<file path="src/hdl/tfr_pkg.sv">
// Shared types and codes for the triangle fill rasterizer.
// No dependencies; imported by the front, back and top-level modules.
package tfr_pkg;

    // Item classes decided by the front end
    typedef logic [1:0] t_kind;
    localparam t_kind KIND_LOAD   = 2'd0;
    localparam t_kind KIND_REFUSE = 2'd1;
    localparam t_kind KIND_TICK   = 2'd2;

    // Result status codes
    typedef logic [1:0] t_status;
    localparam t_status STS_OK         = 2'd0;
    localparam t_status STS_NO_DISPLAY = 2'd1;
    localparam t_status STS_IDLE_TICK  = 2'd2;

    // Configuration register indexes
    localparam logic [1:0] CFG_WIDTH   = 2'd0;
    localparam logic [1:0] CFG_HEIGHT  = 2'd1;
    localparam logic [1:0] CFG_DISPLAY = 2'd2;

    localparam int SCREEN_BITS = 11;
    localparam int INDEX_BITS  = 22;
    localparam int COLOR_BITS  = 32;

    // Head of the command queue as seen by the back end
    typedef struct packed {
        logic  valid;
        t_kind kind;
    } t_q_ctl;

    // Vertex that follows / precedes vertex i in a, b, c order
    function automatic logic [1:0] f_next(input logic [1:0] i);
        logic [1:0] r;
        case (i)
            2'd0:    r = 2'd1;
            2'd1:    r = 2'd2;
            default: r = 2'd0;
        endcase
        return r;
    endfunction

    function automatic logic [1:0] f_prev(input logic [1:0] i);
        logic [1:0] r;
        case (i)
            2'd0:    r = 2'd2;
            2'd1:    r = 2'd0;
            default: r = 2'd1;
        endcase
        return r;
    endfunction

endpackage

</file>
<file path="src/hdl/tfr_front.sv">
// Front end: accepts input beats, classifies them and holds them in a
// two-entry command queue. Depends on tfr_pkg.
module tfr_front
    import tfr_pkg::*;
#(
    parameter int COORD_BITS = 12
) (
    input  logic                      i_clk,
    input  logic                      i_rst_n,
    input  logic                      i_in_valid,
    output logic                      o_in_ready,
    input  logic                      i_cmd,
    input  logic [6*COORD_BITS-1:0]   i_vtx,
    input  logic [COLOR_BITS-1:0]     i_fill_color,
    input  logic                      i_disp_en,
    output t_q_ctl                    o_q,
    output logic [6*COORD_BITS-1:0]   o_q_vtx,
    output logic [COLOR_BITS-1:0]     o_q_color,
    input  logic                      i_pop
);

    t_kind                    r_kind  [2];
    logic [6*COORD_BITS-1:0]  r_vtx   [2];
    logic [COLOR_BITS-1:0]    r_color [2];
    logic                     r_head;
    logic                     r_tail;
    logic [1:0]               r_count;
    logic                     push;
    t_kind                    kind_in;

    assign o_in_ready = (r_count != 2'd2);
    assign push       = i_in_valid && o_in_ready;

    // Classify: refuse loads while the display is off
    always_comb begin
        if (i_cmd) begin
            kind_in = KIND_TICK;
        end else if (i_disp_en) begin
            kind_in = KIND_LOAD;
        end else begin
            kind_in = KIND_REFUSE;
        end
    end

    // Store the beat at the tail
    always_ff @(posedge i_clk) begin
        if (push) begin
            r_kind[r_tail]  <= kind_in;
            r_vtx[r_tail]   <= i_vtx;
            r_color[r_tail] <= i_fill_color;
        end
    end

    // Advance pointers and count
    always_ff @(posedge i_clk) begin
        if (!i_rst_n) begin
            r_head  <= 1'b0;
            r_tail  <= 1'b0;
            r_count <= 2'd0;
        end else begin
            if (push) begin
                r_tail <= ~r_tail;
            end
            if (i_pop) begin
                r_head <= ~r_head;
            end
            if (push && !i_pop) begin
                r_count <= r_count + 2'd1;
            end else if (!push && i_pop) begin
                r_count <= r_count - 2'd1;
            end
        end
    end

    assign o_q.valid = (r_count != 2'd0);
    assign o_q.kind  = r_kind[r_head];
    assign o_q_vtx   = r_vtx[r_head];
    assign o_q_color = r_color[r_head];

endmodule

</file>
<file path="src/hdl/tfr_back.sv">
// Back end: triangle set-up through a shared multiplier, incremental edge
// scan over the bounding box, and the result register. Depends on tfr_pkg.
module tfr_back
    import tfr_pkg::*;
#(
    parameter int COORD_BITS = 12
) (
    input  logic                         i_clk,
    input  logic                         i_rst_n,
    input  t_q_ctl                       i_q,
    input  logic [6*COORD_BITS-1:0]      i_q_vtx,
    input  logic [COLOR_BITS-1:0]        i_q_color,
    output logic                         o_pop,
    input  logic [SCREEN_BITS-1:0]       i_width,
    input  logic [SCREEN_BITS-1:0]       i_height,
    input  logic                         i_disp_en,
    output logic                         o_out_valid,
    input  logic                         i_out_ready,
    output logic                         o_write_enable,
    output logic signed [COORD_BITS-1:0] o_pixel_x,
    output logic signed [COORD_BITS-1:0] o_pixel_y,
    output logic [INDEX_BITS-1:0]        o_pixel_index,
    output logic [COLOR_BITS-1:0]        o_pixel_color,
    output logic                         o_done_res,
    output t_status                      o_status
);

    localparam int P  = COORD_BITS;
    localparam int W  = 2 * P + 2;       // edge value width
    localparam int MW = P + 11;          // index sum width

    // Triangle state
    logic signed [P-1:0]  r_vx [3];
    logic signed [P-1:0]  r_vy [3];
    logic signed [P:0]    r_kx [3];
    logic signed [P:0]    r_ky [3];
    logic signed [W-1:0]  r_e    [3];
    logic signed [W-1:0]  r_ecol [3];
    logic [W-1:0]         r_area;
    logic [COLOR_BITS-1:0] r_color;
    logic signed [P-1:0]  r_minx;
    logic signed [P-1:0]  r_miny;
    logic signed [P-1:0]  r_maxx;
    logic signed [P-1:0]  r_maxy;
    logic signed [P-1:0]  r_x;
    logic signed [P-1:0]  r_y;
    logic                 r_busy;

    // Set-up sequencer
    logic                 r_seq_run;
    logic [1:0]           r_grp;
    logic [1:0]           r_term;
    logic signed [2*P:0]  r_prod;
    logic                 r_prod_vld;
    logic [1:0]           r_prod_grp;
    logic [1:0]           r_prod_term;
    logic signed [W-1:0]  r_acc;

    // Result register
    logic                  r_out_vld;
    logic                  r_we;
    logic signed [P-1:0]   r_px;
    logic signed [P-1:0]   r_py;
    logic [INDEX_BITS-1:0] r_idx;
    logic [COLOR_BITS-1:0] r_pcolor;
    logic                  r_done;
    t_status               r_status;

    logic                  n_we;
    logic signed [P-1:0]   n_px;
    logic signed [P-1:0]   n_py;
    logic [INDEX_BITS-1:0] n_idx;
    logic [COLOR_BITS-1:0] n_pcolor;
    logic                  n_done;
    t_status               n_status;

    logic signed [P-1:0]  vx_in [3];
    logic signed [P-1:0]  vy_in [3];
    logic signed [P-1:0]  minx_in, maxx_in, miny_in, maxy_in;
    logic signed [P-1:0]  sx [3];
    logic signed [P-1:0]  sy [3];
    logic signed [P-1:0]  mul_a;
    logic signed [P:0]    mul_b;
    logic signed [W-1:0]  acc_n;
    logic [W-1:0]         abs_acc;
    logic [W-1:0]         abs_e [3];
    logic [W:0]           sum_abs;
    logic                 covered;
    logic                 onscreen;
    logic                 last;
    logic signed [P+11:0] x_ext, y_ext, w_ext, h_ext;
    logic [P+9:0]         row_base;
    logic [MW-1:0]        idx_sum;
    logic [MW+INDEX_BITS-1:0] idx_ext;
    logic                 do_tick;
    logic                 do_load;

    assign o_pop   = i_q.valid && !r_seq_run && !r_prod_vld && (!r_out_vld || i_out_ready);
    assign do_load = o_pop && (i_q.kind == KIND_LOAD);
    assign do_tick = o_pop && (i_q.kind == KIND_TICK) && r_busy;

    // Unpack incoming vertices and form the bounding box
    always_comb begin
        for (int j = 0; j < 3; j++) begin
            vx_in[j] = i_q_vtx[(2*j)*P +: P];
            vy_in[j] = i_q_vtx[(2*j+1)*P +: P];
        end
        minx_in = (vx_in[0] < vx_in[1]) ? vx_in[0] : vx_in[1];
        minx_in = (minx_in < vx_in[2]) ? minx_in : vx_in[2];
        maxx_in = (vx_in[0] > vx_in[1]) ? vx_in[0] : vx_in[1];
        maxx_in = (maxx_in > vx_in[2]) ? maxx_in : vx_in[2];
        miny_in = (vy_in[0] < vy_in[1]) ? vy_in[0] : vy_in[1];
        miny_in = (miny_in < vy_in[2]) ? miny_in : vy_in[2];
        maxy_in = (vy_in[0] > vy_in[1]) ? vy_in[0] : vy_in[1];
        maxy_in = (maxy_in > vy_in[2]) ? maxy_in : vy_in[2];
    end

    // Pick the multiplier operands: vertex grp swapped for the box corner
    always_comb begin
        for (int j = 0; j < 3; j++) begin
            sx[j] = (r_grp == 2'(j)) ? r_minx : r_vx[j];
            sy[j] = (r_grp == 2'(j)) ? r_miny : r_vy[j];
        end
        case (r_term)
            2'd1: begin
                mul_a = sx[1];
                mul_b = {sy[2][P-1], sy[2]} - {sy[0][P-1], sy[0]};
            end
            2'd2: begin
                mul_a = sx[2];
                mul_b = {sy[0][P-1], sy[0]} - {sy[1][P-1], sy[1]};
            end
            default: begin
                mul_a = sx[0];
                mul_b = {sy[1][P-1], sy[1]} - {sy[2][P-1], sy[2]};
            end
        endcase
    end

    // Accumulate three products per group
    always_comb begin
        acc_n   = ((r_prod_term == 2'd0) ? '0 : r_acc) + {r_prod[2*P], r_prod};
        abs_acc = acc_n[W-1] ? W'(-acc_n) : W'(acc_n);
    end

    // Coverage, screen and index terms for the current point
    always_comb begin
        for (int j = 0; j < 3; j++) begin
            abs_e[j] = r_e[j][W-1] ? W'(-r_e[j]) : W'(r_e[j]);
        end
        sum_abs  = {1'b0, abs_e[0]} + {1'b0, abs_e[1]} + {1'b0, abs_e[2]};
        covered  = (sum_abs == {1'b0, r_area});
        x_ext    = {{12{r_x[P-1]}}, r_x};
        y_ext    = {{12{r_y[P-1]}}, r_y};
        w_ext    = {{(P+1){1'b0}}, i_width};
        h_ext    = {{(P+1){1'b0}}, i_height};
        onscreen = !r_x[P-1] && !r_y[P-1] && (x_ext < w_ext) && (y_ext < h_ext);
        last     = (r_x == r_maxx) && (r_y == r_maxy);
        row_base = r_y[P-2:0] * i_width;
        idx_sum  = {1'b0, row_base} + {12'b0, r_x[P-2:0]};
        idx_ext  = {{INDEX_BITS{1'b0}}, idx_sum};
    end

    // Build the next result
    always_comb begin
        n_we     = 1'b0;
        n_px     = '0;
        n_py     = '0;
        n_idx    = '0;
        n_pcolor = '0;
        n_done   = 1'b0;
        n_status = STS_OK;
        unique case (i_q.kind)
            KIND_LOAD: begin
                n_status = STS_OK;
            end
            KIND_REFUSE: begin
                n_status = STS_NO_DISPLAY;
            end
            KIND_TICK: begin
                if (!r_busy) begin
                    n_status = STS_IDLE_TICK;
                end else begin
                    n_px   = r_x;
                    n_py   = r_y;
                    n_done = last;
                    if (covered && onscreen && i_disp_en) begin
                        n_we     = 1'b1;
                        n_idx    = idx_ext[INDEX_BITS-1:0];
                        n_pcolor = r_color;
                    end
                end
            end
            default: begin
                n_status = STS_OK;
            end
        endcase
    end

    // Hold the result until taken
    always_ff @(posedge i_clk) begin
        if (!i_rst_n) begin
            r_out_vld <= 1'b0;
        end else if (o_pop) begin
            r_out_vld <= 1'b1;
        end else if (i_out_ready) begin
            r_out_vld <= 1'b0;
        end
    end

    always_ff @(posedge i_clk) begin
        if (o_pop) begin
            r_we     <= n_we;
            r_px     <= n_px;
            r_py     <= n_py;
            r_idx    <= n_idx;
            r_pcolor <= n_pcolor;
            r_done   <= n_done;
            r_status <= n_status;
        end
    end

    // Sequencer and scan control
    always_ff @(posedge i_clk) begin
        if (!i_rst_n) begin
            r_busy     <= 1'b0;
            r_seq_run  <= 1'b0;
            r_prod_vld <= 1'b0;
            r_grp      <= 2'd0;
            r_term     <= 2'd0;
        end else begin
            r_prod_vld <= r_seq_run;
            if (do_load) begin
                r_busy    <= 1'b1;
                r_seq_run <= 1'b1;
                r_grp     <= 2'd0;
                r_term    <= 2'd0;
            end else if (r_seq_run) begin
                if (r_term == 2'd2) begin
                    r_term <= 2'd0;
                    if (r_grp == 2'd3) begin
                        r_seq_run <= 1'b0;
                    end else begin
                        r_grp <= r_grp + 2'd1;
                    end
                end else begin
                    r_term <= r_term + 2'd1;
                end
            end
            if (do_tick && (r_y >= r_maxy) && (r_x >= r_maxx)) begin
                r_busy <= 1'b0;
            end
        end
    end

    // Triangle set-up, products and edge stepping
    always_ff @(posedge i_clk) begin
        r_prod      <= mul_a * mul_b;
        r_prod_grp  <= r_grp;
        r_prod_term <= r_term;
        if (do_load) begin
            for (int j = 0; j < 3; j++) begin
                r_vx[j] <= vx_in[j];
                r_vy[j] <= vy_in[j];
                r_kx[j] <= {vy_in[f_next(2'(j))][P-1], vy_in[f_next(2'(j))]}
                         - {vy_in[f_prev(2'(j))][P-1], vy_in[f_prev(2'(j))]};
                r_ky[j] <= {vx_in[f_prev(2'(j))][P-1], vx_in[f_prev(2'(j))]}
                         - {vx_in[f_next(2'(j))][P-1], vx_in[f_next(2'(j))]};
            end
            r_color <= i_q_color;
            r_minx  <= minx_in;
            r_maxx  <= maxx_in;
            r_miny  <= miny_in;
            r_maxy  <= maxy_in;
            r_x     <= minx_in;
            r_y     <= miny_in;
        end else if (r_prod_vld) begin
            r_acc <= acc_n;
            if (r_prod_term == 2'd2) begin
                if (r_prod_grp == 2'd3) begin
                    r_area <= abs_acc;
                end else begin
                    r_e[r_prod_grp]    <= acc_n;
                    r_ecol[r_prod_grp] <= acc_n;
                end
            end
        end else if (do_tick) begin
            if (r_y >= r_maxy) begin
                if (r_x < r_maxx) begin
                    r_x <= r_x + P'(1);
                    r_y <= r_miny;
                    for (int j = 0; j < 3; j++) begin
                        r_ecol[j] <= r_ecol[j] + {{(W-P-1){r_kx[j][P]}}, r_kx[j]};
                        r_e[j]    <= r_ecol[j] + {{(W-P-1){r_kx[j][P]}}, r_kx[j]};
                    end
                end
            end else begin
                r_y <= r_y + P'(1);
                for (int j = 0; j < 3; j++) begin
                    r_e[j] <= r_e[j] + {{(W-P-1){r_ky[j][P]}}, r_ky[j]};
                end
            end
        end
    end

    assign o_out_valid    = r_out_vld;
    assign o_write_enable = r_we;
    assign o_pixel_x      = r_px;
    assign o_pixel_y      = r_py;
    assign o_pixel_index  = r_idx;
    assign o_pixel_color  = r_pcolor;
    assign o_done_res     = r_done;
    assign o_status       = r_status;

endmodule

</file>
<file path="src/hdl/triangle_fill_rasterizer_unit.sv">
// A beat accepted into the queue is popped into the result register when
// the back end is free. Ticks sustain one beat per cycle while the output
// is not stalled; a load holds the back end while the one shared multiplier
// forms the three starting edge values and the twice-area, twelve products.
// Reset (synchronous, active low) empties the queue, ends any scan, and sets
// width 640, height 480, display off.
module triangle_fill_rasterizer_unit
    import tfr_pkg::*;
#(
    parameter int COORD_BITS = 12
) (
    input  logic                         i_clk,
    input  logic                         i_rst_n,
    input  logic                         i_cfg_we,
    input  logic [1:0]                   i_cfg_index,
    input  logic [SCREEN_BITS-1:0]       i_cfg_data,
    input  logic                         i_in_valid,
    output logic                         o_in_ready,
    input  logic                         i_cmd,
    input  logic signed [COORD_BITS-1:0] i_vertex_a_x,
    input  logic signed [COORD_BITS-1:0] i_vertex_a_y,
    input  logic signed [COORD_BITS-1:0] i_vertex_b_x,
    input  logic signed [COORD_BITS-1:0] i_vertex_b_y,
    input  logic signed [COORD_BITS-1:0] i_vertex_c_x,
    input  logic signed [COORD_BITS-1:0] i_vertex_c_y,
    input  logic [COLOR_BITS-1:0]        i_fill_color,
    output logic                         o_out_valid,
    input  logic                         i_out_ready,
    output logic                         o_write_enable,
    output logic signed [COORD_BITS-1:0] o_pixel_x,
    output logic signed [COORD_BITS-1:0] o_pixel_y,
    output logic [INDEX_BITS-1:0]        o_pixel_index,
    output logic [COLOR_BITS-1:0]        o_pixel_color,
    output logic                         o_done_res,
    output logic [1:0]                   o_status
);

    logic [SCREEN_BITS-1:0]   r_width;
    logic [SCREEN_BITS-1:0]   r_height;
    logic                     r_disp_en;
    t_q_ctl                   q_ctl;
    logic [6*COORD_BITS-1:0]  q_vtx;
    logic [COLOR_BITS-1:0]    q_color;
    logic                     pop;
    logic [6*COORD_BITS-1:0]  vtx_in;
    t_status                  status;

    // Configuration registers
    always_ff @(posedge i_clk) begin
        if (!i_rst_n) begin
            r_width   <= 11'd640;
            r_height  <= 11'd480;
            r_disp_en <= 1'b0;
        end else if (i_cfg_we) begin
            unique case (i_cfg_index)
                CFG_WIDTH:   r_width   <= i_cfg_data;
                CFG_HEIGHT:  r_height  <= i_cfg_data;
                CFG_DISPLAY: r_disp_en <= i_cfg_data[0];
                default: begin
                end
            endcase
        end
    end

    assign vtx_in = {i_vertex_c_y, i_vertex_c_x, i_vertex_b_y,
                     i_vertex_b_x, i_vertex_a_y, i_vertex_a_x};

    tfr_front #(
        .COORD_BITS (COORD_BITS)
    ) u_front (
        .i_clk        (i_clk),
        .i_rst_n      (i_rst_n),
        .i_in_valid   (i_in_valid),
        .o_in_ready   (o_in_ready),
        .i_cmd        (i_cmd),
        .i_vtx        (vtx_in),
        .i_fill_color (i_fill_color),
        .i_disp_en    (r_disp_en),
        .o_q          (q_ctl),
        .o_q_vtx      (q_vtx),
        .o_q_color    (q_color),
        .i_pop        (pop)
    );

    tfr_back #(
        .COORD_BITS (COORD_BITS)
    ) u_back (
        .i_clk          (i_clk),
        .i_rst_n        (i_rst_n),
        .i_q            (q_ctl),
        .i_q_vtx        (q_vtx),
        .i_q_color      (q_color),
        .o_pop          (pop),
        .i_width        (r_width),
        .i_height       (r_height),
        .i_disp_en      (r_disp_en),
        .o_out_valid    (o_out_valid),
        .i_out_ready    (i_out_ready),
        .o_write_enable (o_write_enable),
        .o_pixel_x      (o_pixel_x),
        .o_pixel_y      (o_pixel_y),
        .o_pixel_index  (o_pixel_index),
        .o_pixel_color  (o_pixel_color),
        .o_done_res     (o_done_res),
        .o_status       (status)
    );

    assign o_status = status;

endmodule

</file>
<file path="config.mk">
export PLATFORM = sky130hd
export DESIGN_NAME = triangle_fill_rasterizer_unit
export DESIGN_NICKNAME = d
export VERILOG_FILES = /design/src/hdl/tfr_pkg.sv /design/src/hdl/tfr_front.sv /design/src/hdl/tfr_back.sv /design/src/hdl/triangle_fill_rasterizer_unit.sv
export SDC_FILE = /design/constraint.sdc
export NUM_CORES = 2
export LEC_CHECK = 0
export BUFFER_PORTS_ARGS = -buffer_cell sky130_fd_sc_hd__buf_4
export CAP_MARGIN = 15
export CORE_ASPECT_RATIO = 1.25
export CORE_MARGIN = 2
export CORE_UTILIZATION = 40
export CTS_CLUSTER_DIAMETER = 40
export CTS_CLUSTER_SIZE = 30
export DETAILED_ROUTE_END_ITERATION = 12
export PLACE_DENSITY = 0.58
export SYNTH_ARGS = -nofsm -noshare
export SYNTH_HDL_FRONTEND = slang
export SYNTH_HIERARCHICAL = 1
export SYNTH_SLANG_ARGS = --single-unit
</file>
<file path="constraint.sdc">
create_clock -name i_clk -period 32.6 [get_ports i_clk]
set_input_delay 8.15 -clock i_clk [delete_from_list [all_inputs] [get_ports i_clk]]
set_output_delay 8.15 -clock i_clk [all_outputs]
set_load 0.01 [all_outputs]
</file>
==> impl_metrics.sql <==
INSERT INTO impl_metrics (metric_group, metric, value, unit) VALUES
('sta', 'maxClockFrequency', '85.0', 'MHz'),
('job', 'maxCapViolations', '0', ''),
('global_route', 'first_global_vias', '43900', ''),
('global_route', 'grt_first_pass_wirelength', '274000', 'um'),
('yosys', 'synth-edff-count', '756', ''),
('global_route', 'globalRouteMet2Util', '42.1', '%'),
('global_route', 'grt_util_met1', '26.5', '%'),
('sta', 'final_critical_delay_including_setup_and_external_delays', '11.76', 'ns'),
('route', 'wl_per_cell', '23.0', 'um'),
('yosys', 'synth_flop_cell', 'edfxtp_1', ''),
('sta', 'final-setup-viol-count', '0', ''),
('route', 'final_antenna_net_count', '0', ''),
('floorplan', 'dieArea', '155000', 'um^2'),
('floorplan', 'core_rows', '160', ''),
('yosys', 'post_synth_instance_area', '60800', 'um^2'),
('clock_tree', 'worst_skew_pair.late_latency', '0.79', 'ns'),
('global_route', 'tot_gr_track_use', '23.7', '%'),
('yosys', 'synth.yosys.seq_area_share', '39.5', '%'),
('sta', 'report.final.hold_viol_count', '0', ''),
('yosys', 'postSynthCellCount', '5757', ''),
('hold_path', 'hold_path.class', 'register to register', ''),
('setup_path', 'r2r_setup_slk', '22.61', 'ns'),
('sta', 'worstMarginPinSlew', '1.29', 'ns'),
('global_route', 'grt_busiest_layer', 'met2', ''),
('final_layout', 'nNetsFinal', '6932', ''),
('final_layout', 'filler_cells', '14200', ''),
('clock_tree', 'numCtsBuffers', '104', ''),
('final_layout', 'antenna_cells', '0', ''),
('setup_path', 'timing.critical_path.required', '32.96', 'ns'),
('final_layout', 'layout-drive-gt1-share', '12.7', '%'),
('floorplan', 'effective_utilization_at_floorplan', '40.1', '%'),
('floorplan', 'chipWidth', '353', 'um'),
('sta', 'timing.slew.headroom', '13.1', '%'),
('floorplan', 'die_y', '440', 'um'),
('sta', 'period_utilization_post_route', '36.1', '%'),
('yosys', 'netlist-cell-type-count', '110', ''),
('run_status', 'run_status', 'finished clean', ''),
('final_layout', 'post-route-util', '45.3', '%'),
('sta', 'post_route_worst_hold_slack', '0.346', 'ns'),
('final_layout', 'multiInputGateArea', '33900', 'um^2'),
('route', 'route.detailed.vias_per_inst', '5.41', ''),
('yosys', 'flip_flop_and_latch_count_after_synthesis', '821', ''),
('sta', 'slew_viol_final', '0', ''),
('yosys', 'syn_nets', '6691', ''),
('floorplan', 'io_pins', '207', ''),
('yosys', 'ys.warnings.count', '6', ''),
('yosys', 'avgSynthCellArea', '10.6', 'um^2'),
('place', 'gp_congestion', '0.959', ''),
('sta', 'worst_clock_skew', '0.0793', 'ns'),
('setup_path', 'startpoint_type', 'input pin', ''),
('setup_path', 'worst_ep_arrival_time', '12.12', 'ns'),
('place', 'detailedPlacementHpwl', '148000', 'um'),
('route', 'detailedRoute.firstPassIterationCount', '6', ''),
('final_layout', 'regArea', '24000', 'um^2'),
('clock_tree', 'deepest_clock_path_buffer_count', '3', ''),
('route', 'drc_errors', '0', ''),
('global_route', 'grt_max_degree', '79', ''),
('clock_tree', 'cts.hold.buffers_added', '0', ''),
('clock_tree', 'h_tree_levels', '3', ''),
('setup_path', 'path_max_fanout', '71', ''),
('yosys', 'asyncSetResetFlopFracSynth', '0', '%'),
('global_route', 'grt_overflow_total', '0', ''),
('route', 'first_iter_violations', '3141', ''),
('floorplan', 'core_region_area', '152000', 'um^2'),
('setup_path', 'criticalPathCategory', 'input pin to register', ''),
('yosys', 'synth_top_cell_by_area', 'edfxtp_1', ''),
('global_route', 'grtUsageMet3', '3.84', '%'),
('sta', 'fin_tns_setup', '0', 'ns'),
('clock_tree', 'cts-root-buf', 'clkbuf_16', ''),
('clock_tree', 'post_cts_resized', '0', ''),
('clock_tree', 'clk_transition_reported_paths', '0.06', 'ns'),
('place', 'port-buffer-count', '206', ''),
('setup_path', 'cp-end-kind', 'register', ''),
('clock_tree', 'cts_tree', 'done', ''),
('global_route', 'grt_antenna_before_repair', '5', ''),
('route', 'dr_total_vias', '43900', ''),
('clock_tree', 'post_cts.repair.setup_buffers', '0', ''),
('yosys', 'post_synth_main_area_contributors', 'edfxtp_1, ha_1, fa_1', ''),
('route', 'routed_wl', '187000', 'um'),
('final_layout', 'area.growth.synth_to_final', '13.0', '%'),
('sta', 'rsz_0062_raised_after_global_routing', 'false', ''),
('clock_tree', 'clock_sink_count', '821', ''),
('yosys', 'netlist.area_leader.share', '37.3', '%');
-- worst paths after layout --
check / endpoint / startpoint / cells past startpoint
setup / recovery: u_back/r_e[0][5] / i_out_ready / 10
hold / removal: u_back/r_prod_term[1] / u_back/r_term[1] / 0
setup reg to reg: u_back/r_prod[23] / u_back/r_grp[0] / 33
hold reg to reg: u_back/r_prod_term[1] / u_back/r_term[1] / 0
-- cells in the mapped netlist, types with 9 or more instances --
library cell	n
buf_1	10
o21a_1	65
clkbuf_1	109
o31a_1	9
o31ai_1	42
nand3b_1	11
a21o_1	132
a2111oi_0	12
xor2_1	184
nand2_1	517
o22ai_1	16
dfxtp_1	65
or4_1	10
fa_1	279
o41ai_1	15
edfxtp_1	756
or3_1	37
a21oi_1	234
nor3_1	63
nor4_1	21
or2_2	25
inv_1	615
o21ai_0	304
ha_1	532
nor3b_1	11
a21boi_0	37
o21ai_1	12
nand2b_1	78
nand4_1	27
buf_2	25
and3_1	41
nor2_1	352
nor2b_1	123
nand4b_1	9
a31oi_1	43
o21bai_1	18
and2_1	106
xnor2_1	223
a211oi_1	47
mux2_2	155
nand3_1	69
mux2_4	41
o211ai_1	32
mux2i_1	91
-- cell families (layout without fill, tap and decap cells) --
logic type                 Yosys count  count (layout)  synth area share, %
buffers and inverters              777            1107                 4.96
DFF                                821             821                 39.5
and+or+nand+nor                   1527            1527                 12.1
AOI/OAI and AO/OA                 1121            1121                 11.9
muxes                              288             288                 5.42
xor gates and xnor gates           408             408                 5.89
adders and majority gates          815             815                 20.2
-- critical path, cell delays in order --
cell	delay, ns
buf_4	0.11
nor2b_1	0.26
nor2b_4	0.11
nand2_1	0.63
inv_8	0.30
or4b_2	0.76
buf_4	0.37
o31ai_4	0.13
buf_4	0.45
nand2b_2	0.79
-- final cells by class --
type,instances,area share [%]
Clock buffer,108,3.81
Clock inverter,87,1.64
Inverter,621,3.41
Multi-Input combinational cell,4159,49.3
Sequential cell,821,34.9
Tap cell,2025,3.69
Timing Repair Buffer,291,3.18
-- layout by cell type, fill, tap and decap left out, types with 65 or more instances in the layout --
cell type,instances
inv_1,613
mux2_2,155
o21ai_0,303
nand3_1,69
edfxtp_1,756
nand2b_1,77
ha_1,530
nor2_1,352
nand2_1,517
o21a_1,65
mux2i_1,91
xor2_1,184
clkbuf_16,104
buf_4,291
a21o_1,132
fa_1,279
xnor2_1,221
nor2b_1,122
and2_1,106
a21oi_1,233
-- stage by stage --
step | instances | setup WS (ns) | cell area (um^2)
floorplan | 5757 | 11.88 | 60800
finish | 8112 | 20.84 | 68700
CTS | 8111 | 20.84 | 68700
global route | 8112 | 20.60 | 68700
global placement | 7916 | 20.15 | 64900
detailed placement | 7916 | 20.06 | 64900
-- registers in the layout, indices dropped and copies added, names as in the netlist, 26 cells and up, named ones only --
name                  cells
u_back/r_acc             26
u_front/r_vtx           144
u_back/r_area            26
u_back/o_pixel_color     32
u_back/r_color           32
u_back/r_vy              36
u_front/r_color          64
u_back/r_kx              39
u_back/r_vx              36
u_back/r_e               78
u_back/r_ecol            78
u_back/r_ky              39
-- per-layer routing --
metal	up-vias	share of wire [%]	wire length (um)
met4	2	6.8	12700
met2	1181	50	93100
li1	20800	-	-
met3	411	4.9	9150
met5	-	0.0070	13
met1	21500	38	71600
Power is not shown: default switching activity piles up to over one toggle a cycle in this logic, so the estimate is an artifact.
